<file path="src/sv/rv_enc_pkg.sv">
// Package for the RV32IM encoder: format kinds, opcodes, field widths and the mnemonic table.
package rv_enc_pkg;

    // Input word layout
    localparam int CMD_W   = 6;
    localparam int REG_W   = 5;
    localparam int IMM_W   = 32;
    localparam int FSET_W  = 4;
    localparam int IN_W    = 3 * REG_W + IMM_W + 2 * FSET_W;  // 55
    localparam int IN_TD_W = ((IN_W + 7) / 8) * 8;             // 56
    localparam int WORD_W  = 32;

    // Major opcodes
    localparam logic [6:0] OP_LUI    = 7'b0110111;
    localparam logic [6:0] OP_AUIPC  = 7'b0010111;
    localparam logic [6:0] OP_JAL    = 7'b1101111;
    localparam logic [6:0] OP_JALR   = 7'b1100111;
    localparam logic [6:0] OP_BRANCH = 7'b1100011;
    localparam logic [6:0] OP_LOAD   = 7'b0000011;
    localparam logic [6:0] OP_STORE  = 7'b0100011;
    localparam logic [6:0] OP_IMM    = 7'b0010011;
    localparam logic [6:0] OP_REG    = 7'b0110011;
    localparam logic [6:0] OP_SYSTEM = 7'b1110011;
    localparam logic [6:0] OP_FENCE  = 7'b0001111;
    localparam logic [6:0] F7_NONE   = 7'b0000000;
    localparam logic [6:0] F7_ALT    = 7'b0100000;
    localparam logic [6:0] F7_MULDIV = 7'b0000001;

    // Fixed words of the fence family
    localparam logic [3:0] TSO_FM   = 4'b1000;
    localparam logic [3:0] TSO_SET  = 4'b0011;
    localparam logic [3:0] PAUSE_PR = 4'b0001;

    // Mnemonic indexes carried on tuser; codes past M_PAUSE are illegal
    typedef enum logic [CMD_W-1:0] {
        M_LUI, M_AUIPC, M_JAL, M_JALR,
        M_BEQ, M_BNE, M_BLT, M_BGE, M_BLTU, M_BGEU,
        M_LB, M_LH, M_LW, M_LBU, M_LHU,
        M_SB, M_SH, M_SW,
        M_ADDI, M_SLTI, M_SLTIU, M_XORI, M_ORI, M_ANDI,
        M_SLLI, M_SRLI, M_SRAI,
        M_ADD, M_SUB, M_SLL, M_SLT, M_SLTU, M_XOR, M_SRL, M_SRA, M_OR, M_AND,
        M_ECALL, M_EBREAK,
        M_MUL, M_MULH, M_MULHSU, M_MULHU, M_DIV, M_DIVU, M_REM, M_REMU,
        M_FENCE, M_FENCE_TSO, M_PAUSE
    } t_mnem;

    typedef enum logic [3:0] {
        K_R, K_I, K_S, K_B, K_U, K_J, K_SHIFT, K_ECALL, K_EBREAK,
        K_FENCE, K_FENCE_TSO, K_PAUSE, K_NONE
    } t_fmt;

    typedef struct packed {
        t_fmt       kind;
        logic [6:0] opcode;
        logic [2:0] f3;
        logic [6:0] f7;
    } t_enc;

    function automatic t_enc mk(t_fmt k, logic [6:0] op, logic [2:0] f3, logic [6:0] f7);
        t_enc e;
        e.kind   = k;
        e.opcode = op;
        e.f3     = f3;
        e.f7     = f7;
        return e;
    endfunction

    // Mnemonic index to format, opcode, funct3, funct7
    function automatic t_enc enc_lookup(logic [CMD_W-1:0] cmd);
        t_enc e;
        case (cmd)
            M_LUI:       e = mk(K_U,     OP_LUI,    3'd0, F7_NONE);
            M_AUIPC:     e = mk(K_U,     OP_AUIPC,  3'd0, F7_NONE);
            M_JAL:       e = mk(K_J,     OP_JAL,    3'd0, F7_NONE);
            M_JALR:      e = mk(K_I,     OP_JALR,   3'd0, F7_NONE);
            M_BEQ:       e = mk(K_B,     OP_BRANCH, 3'd0, F7_NONE);
            M_BNE:       e = mk(K_B,     OP_BRANCH, 3'd1, F7_NONE);
            M_BLT:       e = mk(K_B,     OP_BRANCH, 3'd4, F7_NONE);
            M_BGE:       e = mk(K_B,     OP_BRANCH, 3'd5, F7_NONE);
            M_BLTU:      e = mk(K_B,     OP_BRANCH, 3'd6, F7_NONE);
            M_BGEU:      e = mk(K_B,     OP_BRANCH, 3'd7, F7_NONE);
            M_LB:        e = mk(K_I,     OP_LOAD,   3'd0, F7_NONE);
            M_LH:        e = mk(K_I,     OP_LOAD,   3'd1, F7_NONE);
            M_LW:        e = mk(K_I,     OP_LOAD,   3'd2, F7_NONE);
            M_LBU:       e = mk(K_I,     OP_LOAD,   3'd4, F7_NONE);
            M_LHU:       e = mk(K_I,     OP_LOAD,   3'd5, F7_NONE);
            M_SB:        e = mk(K_S,     OP_STORE,  3'd0, F7_NONE);
            M_SH:        e = mk(K_S,     OP_STORE,  3'd1, F7_NONE);
            M_SW:        e = mk(K_S,     OP_STORE,  3'd2, F7_NONE);
            M_ADDI:      e = mk(K_I,     OP_IMM,    3'd0, F7_NONE);
            M_SLTI:      e = mk(K_I,     OP_IMM,    3'd2, F7_NONE);
            M_SLTIU:     e = mk(K_I,     OP_IMM,    3'd3, F7_NONE);
            M_XORI:      e = mk(K_I,     OP_IMM,    3'd4, F7_NONE);
            M_ORI:       e = mk(K_I,     OP_IMM,    3'd6, F7_NONE);
            M_ANDI:      e = mk(K_I,     OP_IMM,    3'd7, F7_NONE);
            M_SLLI:      e = mk(K_SHIFT, OP_IMM,    3'd1, F7_NONE);
            M_SRLI:      e = mk(K_SHIFT, OP_IMM,    3'd5, F7_NONE);
            M_SRAI:      e = mk(K_SHIFT, OP_IMM,    3'd5, F7_ALT);
            M_ADD:       e = mk(K_R,     OP_REG,    3'd0, F7_NONE);
            M_SUB:       e = mk(K_R,     OP_REG,    3'd0, F7_ALT);
            M_SLL:       e = mk(K_R,     OP_REG,    3'd1, F7_NONE);
            M_SLT:       e = mk(K_R,     OP_REG,    3'd2, F7_NONE);
            M_SLTU:      e = mk(K_R,     OP_REG,    3'd3, F7_NONE);
            M_XOR:       e = mk(K_R,     OP_REG,    3'd4, F7_NONE);
            M_SRL:       e = mk(K_R,     OP_REG,    3'd5, F7_NONE);
            M_SRA:       e = mk(K_R,     OP_REG,    3'd5, F7_ALT);
            M_OR:        e = mk(K_R,     OP_REG,    3'd6, F7_NONE);
            M_AND:       e = mk(K_R,     OP_REG,    3'd7, F7_NONE);
            M_ECALL:     e = mk(K_ECALL, OP_SYSTEM, 3'd0, F7_NONE);
            M_EBREAK:    e = mk(K_EBREAK, OP_SYSTEM, 3'd0, F7_NONE);
            M_MUL:       e = mk(K_R,     OP_REG,    3'd0, F7_MULDIV);
            M_MULH:      e = mk(K_R,     OP_REG,    3'd1, F7_MULDIV);
            M_MULHSU:    e = mk(K_R,     OP_REG,    3'd2, F7_MULDIV);
            M_MULHU:     e = mk(K_R,     OP_REG,    3'd3, F7_MULDIV);
            M_DIV:       e = mk(K_R,     OP_REG,    3'd4, F7_MULDIV);
            M_DIVU:      e = mk(K_R,     OP_REG,    3'd5, F7_MULDIV);
            M_REM:       e = mk(K_R,     OP_REG,    3'd6, F7_MULDIV);
            M_REMU:      e = mk(K_R,     OP_REG,    3'd7, F7_MULDIV);
            M_FENCE:     e = mk(K_FENCE, OP_FENCE,  3'd0, F7_NONE);
            M_FENCE_TSO: e = mk(K_FENCE_TSO, OP_FENCE, 3'd0, F7_NONE);
            M_PAUSE:     e = mk(K_PAUSE, OP_FENCE,  3'd0, F7_NONE);
            default:     e = mk(K_NONE,  7'd0,      3'd0, F7_NONE);
        endcase
        return e;
    endfunction

endpackage

</file>
<file path="src/sv/rv32im_instruction_encoder_core.sv">
// RV32IM instruction encoder: registered input, table lookup and format packing, result register.
//
//  channel  | dir | tdata (lsb up)                                 | tuser
//  s_axis   | in  | rd[4:0] rs1[9:5] rs2[14:10] imm[46:15]          | cmd[5:0]
//           |     | fence_pred[50:47] fence_succ[54:51] zero[55]    |
//  m_axis   | out | instr_word[31:0]                               | -
//
//  One word per cycle sustained while m_axis_tready is high; data passes the input register, then the result register.
//  The lookup and packing between the two registers is a single table read and a mux.
//  Reset (i_rst_n low, synchronous) clears only the two stage valid bits.
//  When m_axis_tready is low the result holds and the input register still fills once,
//  so s_axis_tready drops only when both stages are occupied.
module rv32im_instruction_encoder_core (
    input  logic                              i_clk,
    input  logic                              i_rst_n,
    input  logic                              s_axis_tvalid,
    output logic                              s_axis_tready,
    // rd, rs1, rs2, imm, fence_pred, fence_succ, zero pad (lowest bit up)
    input  logic [rv_enc_pkg::IN_TD_W-1:0]    s_axis_tdata,
    // cmd
    input  logic [rv_enc_pkg::CMD_W-1:0]      s_axis_tuser,
    output logic                              m_axis_tvalid,
    input  logic                              m_axis_tready,
    // instr_word
    output logic [rv_enc_pkg::WORD_W-1:0]     m_axis_tdata
);
    import rv_enc_pkg::*;

    // Input stage
    logic                r_in_vld;
    logic [CMD_W-1:0]    r_cmd;
    logic [REG_W-1:0]    r_rd, r_rs1, r_rs2;
    logic [IMM_W-1:0]    r_imm;
    logic [FSET_W-1:0]   r_pred, r_succ;

    // Result stage
    logic                r_out_vld;
    logic [WORD_W-1:0]   r_word;
    logic [WORD_W-1:0]   n_word;

    logic in_acc, in_adv;
    t_enc enc;

    assign in_adv        = !r_out_vld || m_axis_tready;
    assign s_axis_tready = !r_in_vld || in_adv;
    assign in_acc        = s_axis_tvalid && s_axis_tready;

    // Input register
    always_ff @(posedge i_clk) begin
        if (!i_rst_n) begin
            r_in_vld <= 1'b0;
        end else if (s_axis_tready) begin
            r_in_vld <= s_axis_tvalid;
        end
        if (in_acc) begin
            r_cmd  <= s_axis_tuser;
            r_rd   <= s_axis_tdata[4:0];
            r_rs1  <= s_axis_tdata[9:5];
            r_rs2  <= s_axis_tdata[14:10];
            r_imm  <= s_axis_tdata[46:15];
            r_pred <= s_axis_tdata[50:47];
            r_succ <= s_axis_tdata[54:51];
        end
    end

    // Lookup and format packing
    always_comb begin
        enc = enc_lookup(r_cmd);
        case (enc.kind)
            K_R:     n_word = {enc.f7, r_rs2, r_rs1, enc.f3, r_rd, enc.opcode};
            K_I:     n_word = {r_imm[11:0], r_rs1, enc.f3, r_rd, enc.opcode};
            K_SHIFT: n_word = {enc.f7, r_imm[4:0], r_rs1, enc.f3, r_rd, enc.opcode};
            K_S:     n_word = {r_imm[11:5], r_rs2, r_rs1, enc.f3, r_imm[4:0], enc.opcode};
            K_B:     n_word = {r_imm[12], r_imm[10:5], r_rs2, r_rs1, enc.f3,
                               r_imm[4:1], r_imm[11], enc.opcode};
            K_U:     n_word = {r_imm[19:0], r_rd, enc.opcode};
            K_J:     n_word = {r_imm[20], r_imm[10:1], r_imm[11], r_imm[19:12],
                               r_rd, enc.opcode};
            K_ECALL:     n_word = {25'd0, enc.opcode};
            K_EBREAK:    n_word = {11'd0, 1'b1, 13'd0, enc.opcode};
            K_FENCE:     n_word = {4'd0, r_pred, r_succ, 13'd0, enc.opcode};
            K_FENCE_TSO: n_word = {TSO_FM, TSO_SET, TSO_SET, 13'd0, enc.opcode};
            K_PAUSE:     n_word = {4'd0, PAUSE_PR, 4'd0, 13'd0, enc.opcode};
            default:     n_word = '0;
        endcase
    end

    // Result register
    always_ff @(posedge i_clk) begin
        if (!i_rst_n) begin
            r_out_vld <= 1'b0;
        end else if (in_adv) begin
            r_out_vld <= r_in_vld;
        end
        if (in_adv && r_in_vld) begin
            r_word <= n_word;
        end
    end

    assign m_axis_tvalid = r_out_vld;
    assign m_axis_tdata  = r_word;

`ifndef ASSERT_OFF
    // An accepted word always lands in the input stage
    a_in_load: assert property (@(posedge i_clk) disable iff (!i_rst_n)
        in_acc |=> r_in_vld)
        else $error("accepted word not held in input stage");

    // A word moving out of the input stage appears at the result
    a_out_load: assert property (@(posedge i_clk) disable iff (!i_rst_n)
        (r_in_vld && in_adv) |=> r_out_vld)
        else $error("word lost between stages");

    // A blocked input stage keeps its word
    a_in_hold: assert property (@(posedge i_clk) disable iff (!i_rst_n)
        (r_in_vld && !in_adv) |=> (r_in_vld && $stable(r_cmd) && $stable(r_imm)))
        else $error("input stage changed while blocked");

    // Every nonzero result carries a 32-bit opcode (low bits 11)
    a_opcode: assert property (@(posedge i_clk) disable iff (!i_rst_n)
        (r_out_vld && (r_word != 32'd0)) |-> (r_word[1:0] == 2'b11))
        else $error("result word has a bad opcode");
`endif

endmodule

</file>
<file path="config.mk">
export PLATFORM = sky130hd
export DESIGN_NAME = rv32im_instruction_encoder_core
export DESIGN_NICKNAME = d
export VERILOG_FILES = /design/src/sv/rv_enc_pkg.sv /design/src/sv/rv32im_instruction_encoder_core.sv
export SDC_FILE = /design/constraint.sdc
export NUM_CORES = 1
export LEC_CHECK = 0
export ABC_AREA = 1
export BUFFER_PORTS_ARGS = -buffer_cell sky130_fd_sc_hd__buf_2
export CAP_MARGIN = 5
export CORE_MARGIN = 4
export CORE_UTILIZATION = 58
export DETAILED_ROUTE_END_ITERATION = 8
export HOLD_SLACK_MARGIN = 0.03
export MAX_ROUTING_LAYER = met4
export PLACE_DENSITY = 0.82
export SYNTH_ARGS = -nofsm -noshare
export SYNTH_HDL_FRONTEND = slang
export SYNTH_SLANG_ARGS = --single-unit
</file>
<file path="constraint.sdc">
create_clock -name i_clk -period 5.75 [get_ports i_clk]
set_input_delay 0.8625 -clock i_clk [delete_from_list [all_inputs] [get_ports i_clk]]
set_output_delay 0.8625 -clock i_clk [all_outputs]
set_load 0.02 [all_outputs]
</file>
==> flow_summary.yaml <==
status:
  outcome: "finished, final reports clean"
route:
  dr.first_iter.drc_count: 255
  drc: 0
  vias: 3342
  drt-pass1-iter-count: 6
  routed_wl_mm: 9.788
  via_per_inst: 5.399
  routedWlPerCell_um: 15.81
  drtAntennaViolNets: 0
timing:
  finalSetupTns_ns: 0
  period_needed_ns: 2.675
  finalHoldViolCount: 0
  setup-violations-final: 0
  finalClockSkew_ns: 0.01184
  slew_headroom_pct: 29.81
  worst_slew_pin_slew_ns: 1.053
  timing.fmax_mhz: 373.9
  grt_setup_unrepaired: "no"
  fin_crit_sh_pct: 46.51
  slew_viol_final: 0
worst_setup_path:
  r2r-start: "m_axis_tvalid"
  crit_path_end_kind: "register"
  criticalPathCategory: "in2reg"
  crit-reg2reg-capture: "enc[15]"
  r2r.worst_path.cells: 8
  cp_max_fo: 51
  startpoint: "m_axis_tready"
  required_ns: 6.00
  critPathLaunchType: "primary input"
  ff2ff_setup_slack_ns: 3.31
  critPathCapture: "enc[15]"
  worst_ep_arrival_time_ns: 2.93
cts:
  cts_sinks: 98
  clockBufferDepth: 2
  cts.clk_slew.worst_paths_ns: 0.09
  cts_tree: "yes"
  clk_latency_ns: 0.37
  cts_root_buffer: "clkbuf_8"
  postCtsHoldBufs: 0
  htree_levels: 3
  cts_inserted_buffers: 9
  cts_resized: 0
  post_cts_buffers: 0
yosys:
  synth_area_mm2: 0.004423
  netlist.area_leader.share_pct: 54.99
  syn_inst: 423
  synthFlopType: "edfxtp_1"
  ys_seq_area_share_pct: 62.69
  synth_seq_cells: 98
  yosysTopAreaCell: "edfxtp_1"
  synth_most_common_cell: "nand2_1"
  async_reset_ff_share_pct: 0
  synth_edf_count: 81
  synth_common_cells: "nand2_1, edfxtp_1, inv_1"
  netlist_top_cells_area: "edfxtp_1, nand2_1, dfxtp_1, inv_1, nand3_1"
  avgSynthCellArea_um2: 10.46
  synthDistinctLibCells: 33
  synth_warnings: 0
  synth_nets: 496
power:
  leakagePower_nw: 2.300
  p_per_area_mw_per_mm2: 304.7
  ir_drop_v: 0.0001912
global_route:
  grt_pass1_vias: 3125
  grt_max_degree: 52
  grt-ovfl-total: 0
  gr-usage-met2_pct: 34.99
  grt_use_met3_pct: 4.657
  grt_use_total_pct: 22.93
  grt_busiest_layer: "met2"
  antenna_found_initial: 0
  met1_usage_pct: 30.61
  grt_first_pass_wirelength_mm: 14.90
placement:
  place_hpwl_mm: 7.105
  place_area_mm2: 0.004927
  place.gp.congestion: 0.9248
  placement.io_buffers: 87
finish:
  finalNetCount: 588
  area_growth_pct: 15.84
  final_core_util_pct: 69.89
  drive_gt1_share_pct: 26.15
  design_area_mm2: 0.005124
  antenna_cells: 0
  layout.filler_cells: 548
flow_run:
  maxCapViolations: 0
floorplan:
  die_w_um: 95.33
  ios: 100
  start_util_pct: 60.33
  die-area_mm2: 0.009087
  fp.dieH_um: 95.33
  core_area_mm2: 0.007331
  rows: 31
hold_path:
  hold_path_class: "reg2reg"
per-stage QoR:
| stage | power [mW] | cells | hold slack, ns | setup WS, ns |
|---|---|---|---|---|
| 3_5_place_dp | 1.147 | 603 | 0.5225 | 2.665 |
| 6_report | 1.561 | 619 | 0.5356 | 3.075 |
| 5_1_grt | 1.628 | 619 | 0.5523 | 2.826 |
| 2_1_floorplan | 1.059 | 423 | 0.4820 | 2.761 |
| 3_3_place_gp | 1.136 | 603 | 0.5079 | 2.748 |
| 4_1_cts | 1.560 | 619 | 0.5365 | 3.053 |
cell families (layout without fill, tap and decap cells):
kind of cell             Yosys count  after routing  share of synthesized area, %
adder cells (fa/ha/maj)            7              7                         1.980
flip-flops                        98             98                         62.69
buffers and inverters             67            164                         6.676
AO/OA/AOI/OAI                     46             46                         6.875
AND/OR/NAND/NOR                  205            205                         21.78
flip-flops by register name, summed over array words and instances, names as in the netlist:
name           count
m_axis_tdata      31
r_imm             21
enc               15
r_cmd              6
r_rd               5
r_rs1              5
r_rs2              5
r_pred             4
r_succ             4
m_axis_tvalid      1
r_in_vld           1
worst max-delay path, stage by stage:
cell     delay, ns
buf_2         0.07
inv_1         0.10
nand3_4       0.14
nand2_4       0.18
inv_2         0.79
nand2_1       0.14
nand2_2       0.30
nor2_1        0.11
nand2_1       0.13
nand3_1       0.09
report_power, final:
group	switching, mW	internal (mW)
clock	0.259	0.169
sequential	0.0219	0.837
combinational	0.188	0.0858
total	0.469	1.09
cells in the final DEF (no fill, tap or decap), drive strengths merged:
cell	count
a21oi	11
a221oi	1
a22o	1
a22oi	1
buf	87
clkbuf	9
clkinv	4
dfxtp	17
edfxtp	81
ha	7
inv	64
nand2	135
nand3	39
nand4	4
nor2	26
nor3	1
o2111ai	2
o211ai	8
o21ai	14
o221ai	2
o22ai	5
o32ai	1
final cells by class:
class | instances | area, um^2 | share of cell area (%)
Sequential cell | 98 | 2773 | 54.11
Multi-Input combinational cell | 258 | 1366 | 26.67
Timing Repair Buffer | 87 | 435.4 | 8.498
Inverter | 61 | 229.0 | 4.469
Clock buffer | 9 | 123.9 | 2.418
Tap cell | 99 | 123.9 | 2.418
Clock inverter | 7 | 72.57 | 1.416
per-layer routing:
layer | wire length, um | part of all wire [%]
met1 | 4235 | 43
met2 | 4725 | 48
met3 | 627 | 6.4
met4 | 200 | 2.0
met5 | 0 | 0
worst min path at each step:
stage,startpoint,endpoint,cells after the start
2_1_floorplan,r_in_vld,m_axis_tvalid,2
3_3_place_gp,enc[11],m_axis_tdata[1],2
3_5_place_dp,r_rs2[2],m_axis_tdata[22],2
4_1_cts,enc[16],m_axis_tdata[6],2
5_1_grt,enc[15],m_axis_tdata[5],2
6_report,enc[16],m_axis_tdata[6],2
Note: power is estimated with default switching activity, not from simulation.
